===== config.mk =====
export PLATFORM = sky130hd
export DESIGN_NAME = sha256_message_hasher
export DESIGN_NICKNAME = d
export VERILOG_FILES = /design/src/hdl/smh_pkg.sv /design/src/hdl/sha256_message_hasher.sv
export SDC_FILE = /design/constraint.sdc
export NUM_CORES = 2
export LEC_CHECK = 0
export BUFFER_PORTS_ARGS = -buffer_cell sky130_fd_sc_hd__buf_4
export CAP_MARGIN = 20
export CORE_MARGIN = 2
export CORE_UTILIZATION = 60
export CTS_CLUSTER_DIAMETER = 60
export DETAILED_ROUTE_END_ITERATION = 10
export PLACE_DENSITY = 0.81
export SLEW_MARGIN = 20
export SYNTH_ARGS = -nofsm -noshare
export SYNTH_HDL_FRONTEND = slang
export SYNTH_SLANG_ARGS = --single-unit

===== constraint.sdc =====
create_clock -name clk -period 16.1 [get_ports clk]
set_input_delay 4.83 -clock clk [delete_from_list [all_inputs] [get_ports clk]]
set_output_delay 4.83 -clock clk [all_outputs]
set_load 0.01 [all_outputs]

===== src/hdl/smh_pkg.sv =====
// Constants, round table and sigma functions for the SHA-256 hasher.
package smh_pkg;

	localparam logic [7:0] PAD_MARK      = 8'h80;
	localparam logic [5:0] LEN_FILL      = 6'd56;
	localparam logic [5:0] FILL_LAST     = 6'd63;
	localparam logic [5:0] LAST_ROUND    = 6'd63;
	localparam logic [2:0] LAST_WORD_IDX = 3'd7;

	function automatic logic [31:0] rotr(input logic [31:0] x, input int n);
		return (x >> n) | (x << (32 - n));
	endfunction

	function automatic logic [31:0] big_s0(input logic [31:0] x);
		return rotr(x, 2) ^ rotr(x, 13) ^ rotr(x, 22);
	endfunction

	function automatic logic [31:0] big_s1(input logic [31:0] x);
		return rotr(x, 6) ^ rotr(x, 11) ^ rotr(x, 25);
	endfunction

	function automatic logic [31:0] small_s0(input logic [31:0] x);
		return rotr(x, 7) ^ rotr(x, 18) ^ (x >> 3);
	endfunction

	function automatic logic [31:0] small_s1(input logic [31:0] x);
		return rotr(x, 17) ^ rotr(x, 19) ^ (x >> 10);
	endfunction

	function automatic logic [31:0] iv_word(input logic [2:0] idx);
		logic [31:0] r;
		case (idx)
			3'd0: r = 32'h6a09e667;
			3'd1: r = 32'hbb67ae85;
			3'd2: r = 32'h3c6ef372;
			3'd3: r = 32'ha54ff53a;
			3'd4: r = 32'h510e527f;
			3'd5: r = 32'h9b05688c;
			3'd6: r = 32'h1f83d9ab;
			default: r = 32'h5be0cd19;
		endcase
		return r;
	endfunction

	function automatic logic [31:0] round_k(input logic [5:0] t);
		logic [31:0] r;
		case (t)
			6'd0:  r = 32'h428a2f98; 6'd1:  r = 32'h71374491;
			6'd2:  r = 32'hb5c0fbcf; 6'd3:  r = 32'he9b5dba5;
			6'd4:  r = 32'h3956c25b; 6'd5:  r = 32'h59f111f1;
			6'd6:  r = 32'h923f82a4; 6'd7:  r = 32'hab1c5ed5;
			6'd8:  r = 32'hd807aa98; 6'd9:  r = 32'h12835b01;
			6'd10: r = 32'h243185be; 6'd11: r = 32'h550c7dc3;
			6'd12: r = 32'h72be5d74; 6'd13: r = 32'h80deb1fe;
			6'd14: r = 32'h9bdc06a7; 6'd15: r = 32'hc19bf174;
			6'd16: r = 32'he49b69c1; 6'd17: r = 32'hefbe4786;
			6'd18: r = 32'h0fc19dc6; 6'd19: r = 32'h240ca1cc;
			6'd20: r = 32'h2de92c6f; 6'd21: r = 32'h4a7484aa;
			6'd22: r = 32'h5cb0a9dc; 6'd23: r = 32'h76f988da;
			6'd24: r = 32'h983e5152; 6'd25: r = 32'ha831c66d;
			6'd26: r = 32'hb00327c8; 6'd27: r = 32'hbf597fc7;
			6'd28: r = 32'hc6e00bf3; 6'd29: r = 32'hd5a79147;
			6'd30: r = 32'h06ca6351; 6'd31: r = 32'h14292967;
			6'd32: r = 32'h27b70a85; 6'd33: r = 32'h2e1b2138;
			6'd34: r = 32'h4d2c6dfc; 6'd35: r = 32'h53380d13;
			6'd36: r = 32'h650a7354; 6'd37: r = 32'h766a0abb;
			6'd38: r = 32'h81c2c92e; 6'd39: r = 32'h92722c85;
			6'd40: r = 32'ha2bfe8a1; 6'd41: r = 32'ha81a664b;
			6'd42: r = 32'hc24b8b70; 6'd43: r = 32'hc76c51a3;
			6'd44: r = 32'hd192e819; 6'd45: r = 32'hd6990624;
			6'd46: r = 32'hf40e3585; 6'd47: r = 32'h106aa070;
			6'd48: r = 32'h19a4c116; 6'd49: r = 32'h1e376c08;
			6'd50: r = 32'h2748774c; 6'd51: r = 32'h34b0bcb5;
			6'd52: r = 32'h391c0cb3; 6'd53: r = 32'h4ed8aa4a;
			6'd54: r = 32'h5b9cca4f; 6'd55: r = 32'h682e6ff3;
			6'd56: r = 32'h748f82ee; 6'd57: r = 32'h78a5636f;
			6'd58: r = 32'h84c87814; 6'd59: r = 32'h8cc70208;
			6'd60: r = 32'h90befffa; 6'd61: r = 32'ha4506ceb;
			6'd62: r = 32'hbef9a3f7;
			default: r = 32'hc67178f2;
		endcase
		return r;
	endfunction

endpackage


===== src/hdl/sha256_message_hasher.sv =====
// SHA-256 hasher: byte-serial message input, eight-word digest output.
//
// Input channel (msg_valid/msg_ready): one item per message byte, with
// byte_valid telling whether msg_byte is used and end_of_message closing the
// message; an end mark may come without a byte. Output channel
// (digest_valid/digest_ready): eight items per message, word_index 0..7,
// last_word on the eighth.
// A byte that does not complete a 64-byte block is taken with msg_ready staying
// high. The byte that completes a block starts the compression: the rounds run
// on the single shared round unit, then a fold step adds the working words
// into the chaining words, and msg_ready is low throughout. On an end mark the
// tail is padded one byte per cycle (up to 64 bytes, with a compression between
// if the tail exceeds 55 bytes), the 8 length bytes follow, then the final
// compression; the first digest word appears in the cycle after its fold step.
// The digest words are driven from the chaining registers; a stalled
// receiver holds the current word, and msg_ready stays low until the
// eighth word is taken, after which the chaining words return to their
// initial values.
// Reset (arst_n low) clears the byte count and loads the initial chaining
// words; the block buffer is not reset, and no clearing pass is needed.
module sha256_message_hasher (
	input  logic        clk,
	input  logic        arst_n,
	input  logic        msg_valid,
	output logic        msg_ready,
	input  logic [7:0]  msg_byte,
	input  logic        byte_valid,
	input  logic        end_of_message,
	output logic        digest_valid,
	input  logic        digest_ready,
	output logic [31:0] digest_word,
	output logic [2:0]  word_index,
	output logic        last_word
);

	typedef enum logic [2:0] {
		ST_IDLE,
		ST_PAD,
		ST_LEN,
		ST_ROUND,
		ST_ADD,
		ST_OUT
	} state_t;

	typedef enum logic [1:0] {
		PH_MSG,
		PH_PAD,
		PH_FINAL
	} phase_t;

	state_t              state_q;
	phase_t              phase_q;
	logic [5:0]          fill_q;
	logic [60:0]         total_q;
	logic [5:0]          round_q;
	logic                pad_first_q;
	logic                end_pend_q;
	logic [2:0]          word_idx_q;
	logic [7:0][31:0]    h_q;
	logic [7:0][31:0]    v_q;
	logic [15:0][31:0]   w_q;

	logic                shift_en;
	logic [7:0]          shift_byte;
	logic                comp_start;
	logic [63:0]         len_bits;
	logic [31:0]         w_next;
	logic [31:0]         t1;
	logic [31:0]         t2;

	assign len_bits   = {total_q, 3'b000};
	assign comp_start = shift_en && (fill_q == smh_pkg::FILL_LAST);

	always_comb begin
		shift_en   = 1'b0;
		shift_byte = msg_byte;
		case (state_q)
			ST_IDLE: begin
				shift_en   = msg_valid & byte_valid;
				shift_byte = msg_byte;
			end
			ST_PAD: begin
				shift_en   = pad_first_q | (fill_q != smh_pkg::LEN_FILL);
				shift_byte = pad_first_q ? smh_pkg::PAD_MARK : 8'h00;
			end
			ST_LEN: begin
				// big-endian bit count, top byte first
				shift_en   = 1'b1;
				shift_byte = len_bits[{3'd7 - fill_q[2:0], 3'b000} +: 8];
			end
			default: begin
				shift_en   = 1'b0;
			end
		endcase
	end

	// Window holds w[t] in the top word, w[t+15] in the bottom word.
	assign w_next = smh_pkg::small_s1(w_q[1]) + w_q[6] + smh_pkg::small_s0(w_q[14]) + w_q[15];

	assign t1 = v_q[7] + smh_pkg::big_s1(v_q[4]) + ((v_q[4] & v_q[5]) ^ (~v_q[4] & v_q[6]))
		+ smh_pkg::round_k(round_q) + w_q[15];
	assign t2 = smh_pkg::big_s0(v_q[0])
		+ ((v_q[0] & v_q[1]) ^ (v_q[0] & v_q[2]) ^ (v_q[1] & v_q[2]));

	always_ff @(posedge clk) begin
		if (shift_en) begin
			w_q <= {w_q[15][23:0], w_q[14:0], shift_byte};
		end else if (state_q == ST_ROUND) begin
			w_q <= {w_q[14:0], w_next};
		end
		if (comp_start) begin
			v_q <= h_q;
		end else if (state_q == ST_ROUND) begin
			v_q[7] <= v_q[6];
			v_q[6] <= v_q[5];
			v_q[5] <= v_q[4];
			v_q[4] <= v_q[3] + t1;
			v_q[3] <= v_q[2];
			v_q[2] <= v_q[1];
			v_q[1] <= v_q[0];
			v_q[0] <= t1 + t2;
		end
	end

	always_ff @(posedge clk or negedge arst_n) begin
		if (!arst_n) begin
			state_q     <= ST_IDLE;
			phase_q     <= PH_MSG;
			fill_q      <= '0;
			total_q     <= '0;
			round_q     <= '0;
			pad_first_q <= 1'b0;
			end_pend_q  <= 1'b0;
			word_idx_q  <= '0;
			for (int i = 0; i < 8; i++) begin
				h_q[i] <= smh_pkg::iv_word(3'(i));
			end
		end else begin
			if (shift_en) begin
				fill_q <= fill_q + 6'd1;
			end
			case (state_q)
				ST_IDLE: begin
					if (msg_valid) begin
						if (byte_valid) begin
							total_q <= total_q + 61'd1;
						end
						if (comp_start) begin
							state_q     <= ST_ROUND;
							round_q     <= '0;
							phase_q     <= PH_MSG;
							end_pend_q  <= end_of_message;
							pad_first_q <= end_of_message;
						end else if (end_of_message) begin
							state_q     <= ST_PAD;
							pad_first_q <= 1'b1;
						end
					end
				end
				ST_PAD: begin
					if (shift_en) begin
						pad_first_q <= 1'b0;
						if (comp_start) begin
							state_q <= ST_ROUND;
							round_q <= '0;
							phase_q <= PH_PAD;
						end
					end else begin
						state_q <= ST_LEN;
					end
				end
				ST_LEN: begin
					if (comp_start) begin
						state_q <= ST_ROUND;
						round_q <= '0;
						phase_q <= PH_FINAL;
					end
				end
				ST_ROUND: begin
					round_q <= round_q + 6'd1;
					if (round_q == smh_pkg::LAST_ROUND) begin
						state_q <= ST_ADD;
					end
				end
				ST_ADD: begin
					for (int i = 0; i < 8; i++) begin
						h_q[i] <= h_q[i] + v_q[i];
					end
					case (phase_q)
						PH_MSG: begin
							state_q    <= end_pend_q ? ST_PAD : ST_IDLE;
							end_pend_q <= 1'b0;
						end
						PH_PAD: begin
							state_q <= ST_PAD;
						end
						PH_FINAL: begin
							state_q    <= ST_OUT;
							total_q    <= '0;
							word_idx_q <= '0;
						end
						default: begin
							state_q <= ST_IDLE;
						end
					endcase
				end
				ST_OUT: begin
					if (digest_ready) begin
						if (word_idx_q == smh_pkg::LAST_WORD_IDX) begin
							// restart the chain for the next message
							state_q    <= ST_IDLE;
							word_idx_q <= '0;
							for (int i = 0; i < 8; i++) begin
								h_q[i] <= smh_pkg::iv_word(3'(i));
							end
						end else begin
							word_idx_q <= word_idx_q + 3'd1;
						end
					end
				end
				default: begin
					state_q <= ST_IDLE;
				end
			endcase
		end
	end

	assign msg_ready    = (state_q == ST_IDLE);
	assign digest_valid = (state_q == ST_OUT);
	assign digest_word  = h_q[word_idx_q];
	assign word_index   = word_idx_q;
	assign last_word    = (word_idx_q == smh_pkg::LAST_WORD_IDX);

endmodule


==> impl_metrics.tcl <==
set metrics [dict create \
    syn_nets 9063 \
    worstSetupEndpoint "v_q[30]" \
    muxShareOfSynthArea 0.0353 \
    hpwl_um 167000 \
    grt-ovfl-total 0 \
    rsz0062_at_grt "false" \
    ys_ff_latch 1107 \
    cts.sinks 1107 \
    final_max_slew_viol_count 0 \
    syn_to_final_growth_pct 7.49 \
    cp_slowest_stage_delay_ns 0.80 \
    r2r_setup_slack_ns 6.47 \
    synthFlopType "edfxtp_1" \
    gp_congestion 1.01 \
    netlist_top_cells_area "edfxtp_1 (30%), nand2_1 (11%), dfrtp_1 (6.6%), ha_1 (6.6%), fa_1 (5.1%)" \
    antenna_found_initial 7 \
    syn_area_um2 76900 \
    dpl_cell_area_um2 78100 \
    yosys.area_share.simple 0.175 \
    async_flop_share 0.306 \
    worstSkewPairLatency_ns 0.81 \
    port_buffers 51 \
    dr.pass1.iters 6 \
    rr_worst_depth 31 \
    start_kind "flip-flop" \
    htreeDepth 4 \
    yosys.area.top_type "edfxtp_1" \
    die_h_um 362 \
    tns_ns 0 \
    clockBufferDepth 3 \
    fin_util 0.649 \
    tightestPinTransition_ns 1.21 \
    num-nets-final 8833 \
    synth_compound_area_frac 0.141 \
    yosysTopAreaCellShare 0.300 \
    maxSlewHeadroom 0.195 \
    grt_max_degree 278 \
    post_drt_via_cell_ratio 6.35 \
    coreArea_um2 127000 \
    die_w_um 362 \
    drtIter0Drc 8573 \
    fin_crit_sh 0.598 \
    ys_types 102 \
    final_layout_size_suffix_gt1_frac 0.0767 \
    maxCapViolCount 0 \
    cts_buffers 133 \
    cp-end-kind "flip-flop" \
    yosys.area_share.adder 0.117 \
    synth.yosys.seq_area_share 0.412 \
    required_ns 16.60 \
    fmax_ghz 0.104 \
    min_path_type "reg2reg" \
    yosys-top-cells-count "nand2_1 (2,241), edfxtp_1 (768), a21oi_1 (504), inv_1 (502), nor2_1 (433)" \
    finClkSkew_ns 0.0323 \
    cts-hold-fix-buffers 0 \
    setup-violations-final 0 \
    vias 63415 \
    period_needed_ns 9.63 \
    reg2reg_from "round_q[0]" \
    crit_type "reg2reg" \
    synthesis.instances 8448 \
    crit_arrival_ns 10.13 \
    rr_endpoint "v_q[30]" \
    synth_most_common_cell "nand2_1" \
    first_global_vias 59949 \
    post_cts_buffers 0 \
    cp_slowest_cell "dfrtp_1" \
    placementRows 131 \
    synth_top_family_by_area "simple AND/OR/NAND/NOR gates" \
    grt_pass1_wl_um 356000 \
    setup.worst_path.start "round_q[0]" \
    hold_viol 0 \
    path_clk_slew_ns 0.06 \
    dieArea_um2 131000 \
    ios 52 \
    synth_xor_area_frac 0.0709 \
    cts_tree "built" \
    drtAntennaViolNets 0 \
    cts_root_buf "clkbuf_16" \
    yosys_warnings 0 \
    cp_max_fo 18 \
    drc 0 \
    initial_core_util 0.604 \
    synth_edf_count 768 \
    syn_avg_cell_area_um2 9.11 \
    status "completed" \
    cts-resized-gates 0 \
    routed_wl_um 233000 \
    wire_per_inst_um 23.3 \
    final_area_um2 82700 \
    grt_usage 0.354 \
]
==> cells by family after synthesis <==
family,count (synthesis)
DFF,1107
adders and majority gates,605
AOI/OAI and AO/OA,1745
xor gates and xnor gates,620
muxes,163
buffers and inverters,974
and+or+nand+nor,3234
==> worst max-delay path: cells and delay by family (launching register included) <==
family                   cells  cell delay [ns]
adder cells (fa/ha/maj)      5             2.40
AND/OR/NAND/NOR              7             1.88
buffers and inverters        4             0.67
flip-flops                   1             0.80
AO/OA/AOI/OAI               13             3.20
XOR/XNOR                     2             0.36
==> per-stage QoR <==
stage / hold slack, ns / setup slack (ns) / std cells
final: 0.473 / 6.47 / 9991
after global routing: 0.527 / 5.92 / 9990
after CTS: 0.474 / 6.75 / 9988
after detailed placement: 0.462 / 6.83 / 9743
after global placement: 0.459 / 6.93 / 9743
after floorplan: 0.442 / 3.32 / 8448
==> worst min path at each step <==
stage | start | end | slack, ns | cells past startpoint
finish | fill_q[5] | fill_q[5] | 0.47 | 1
floorplan | fill_q[5] | fill_q[5] | 0.44 | 1
CTS | fill_q[5] | fill_q[5] | 0.47 | 1
detailed placement | fill_q[5] | fill_q[5] | 0.46 | 1
global route | fill_q[4] | fill_q[4] | 0.53 | 1
global placement | fill_q[5] | fill_q[5] | 0.46 | 1
==> layout make-up <==
cell class / instances / area (um2)
timing repair buffer: 102 / 860
multi-input combinational: 6367 / 41600
inverter: 507 / 1910
antenna: 1 / 2.50
fill: 9966 / 44600
tap: 1662 / 2080
sequential: 1107 / 31700
clock inverter: 79 / 967
clock buffer: 166 / 3520
==> placed cells by master, fill, tap and decap left out, drive strengths merged, types with 18 or more instances in the layout <==
| master | n |
|---|---|
| o21ai | 505 |
| a31oi | 49 |
| a21oi | 506 |
| nand2 | 2241 |
| xor2 | 304 |
| inv | 515 |
| mux4 | 80 |
| nand3 | 109 |
| o211ai | 41 |
| nor3 | 98 |
| o31ai | 41 |
| nand3b | 18 |
| fa | 197 |
| or3 | 47 |
| dfstp | 136 |
| o21bai | 49 |
| o21a | 55 |
| clkbuf | 166 |
| ha | 404 |
| a21o | 182 |
| clkinv | 54 |
| nand2b | 54 |
| and3 | 47 |
| nor2b | 45 |
| nor2 | 434 |
| mux2 | 66 |
| a211oi | 65 |
| o22a | 21 |
| xnor2 | 314 |
| a221oi | 19 |
| nand4 | 40 |
| or2 | 19 |
| edfxtp | 768 |
| buf | 102 |
| dfrtp | 203 |
==> layer usage <==
metal / routed length [um] / global-route usage
met1: 93300 / 0.503
met2: 99600 / 0.512
met3: 28600 / 0.0914
met4: 10900 / 0.155
met5: 282 / 0
==> state kept, by name (all words and copies together) (netlist names), 2 cells and up <==
name / count
fill_q: 6
h_q: 256
phase_q: 2
round_q: 6
state_q: 3
total_q: 61
v_q: 256
w_q: 512
word_index: 3
Power is not shown: default switching activity piles up to over one toggle a cycle in this logic, so the estimate is an artifact.
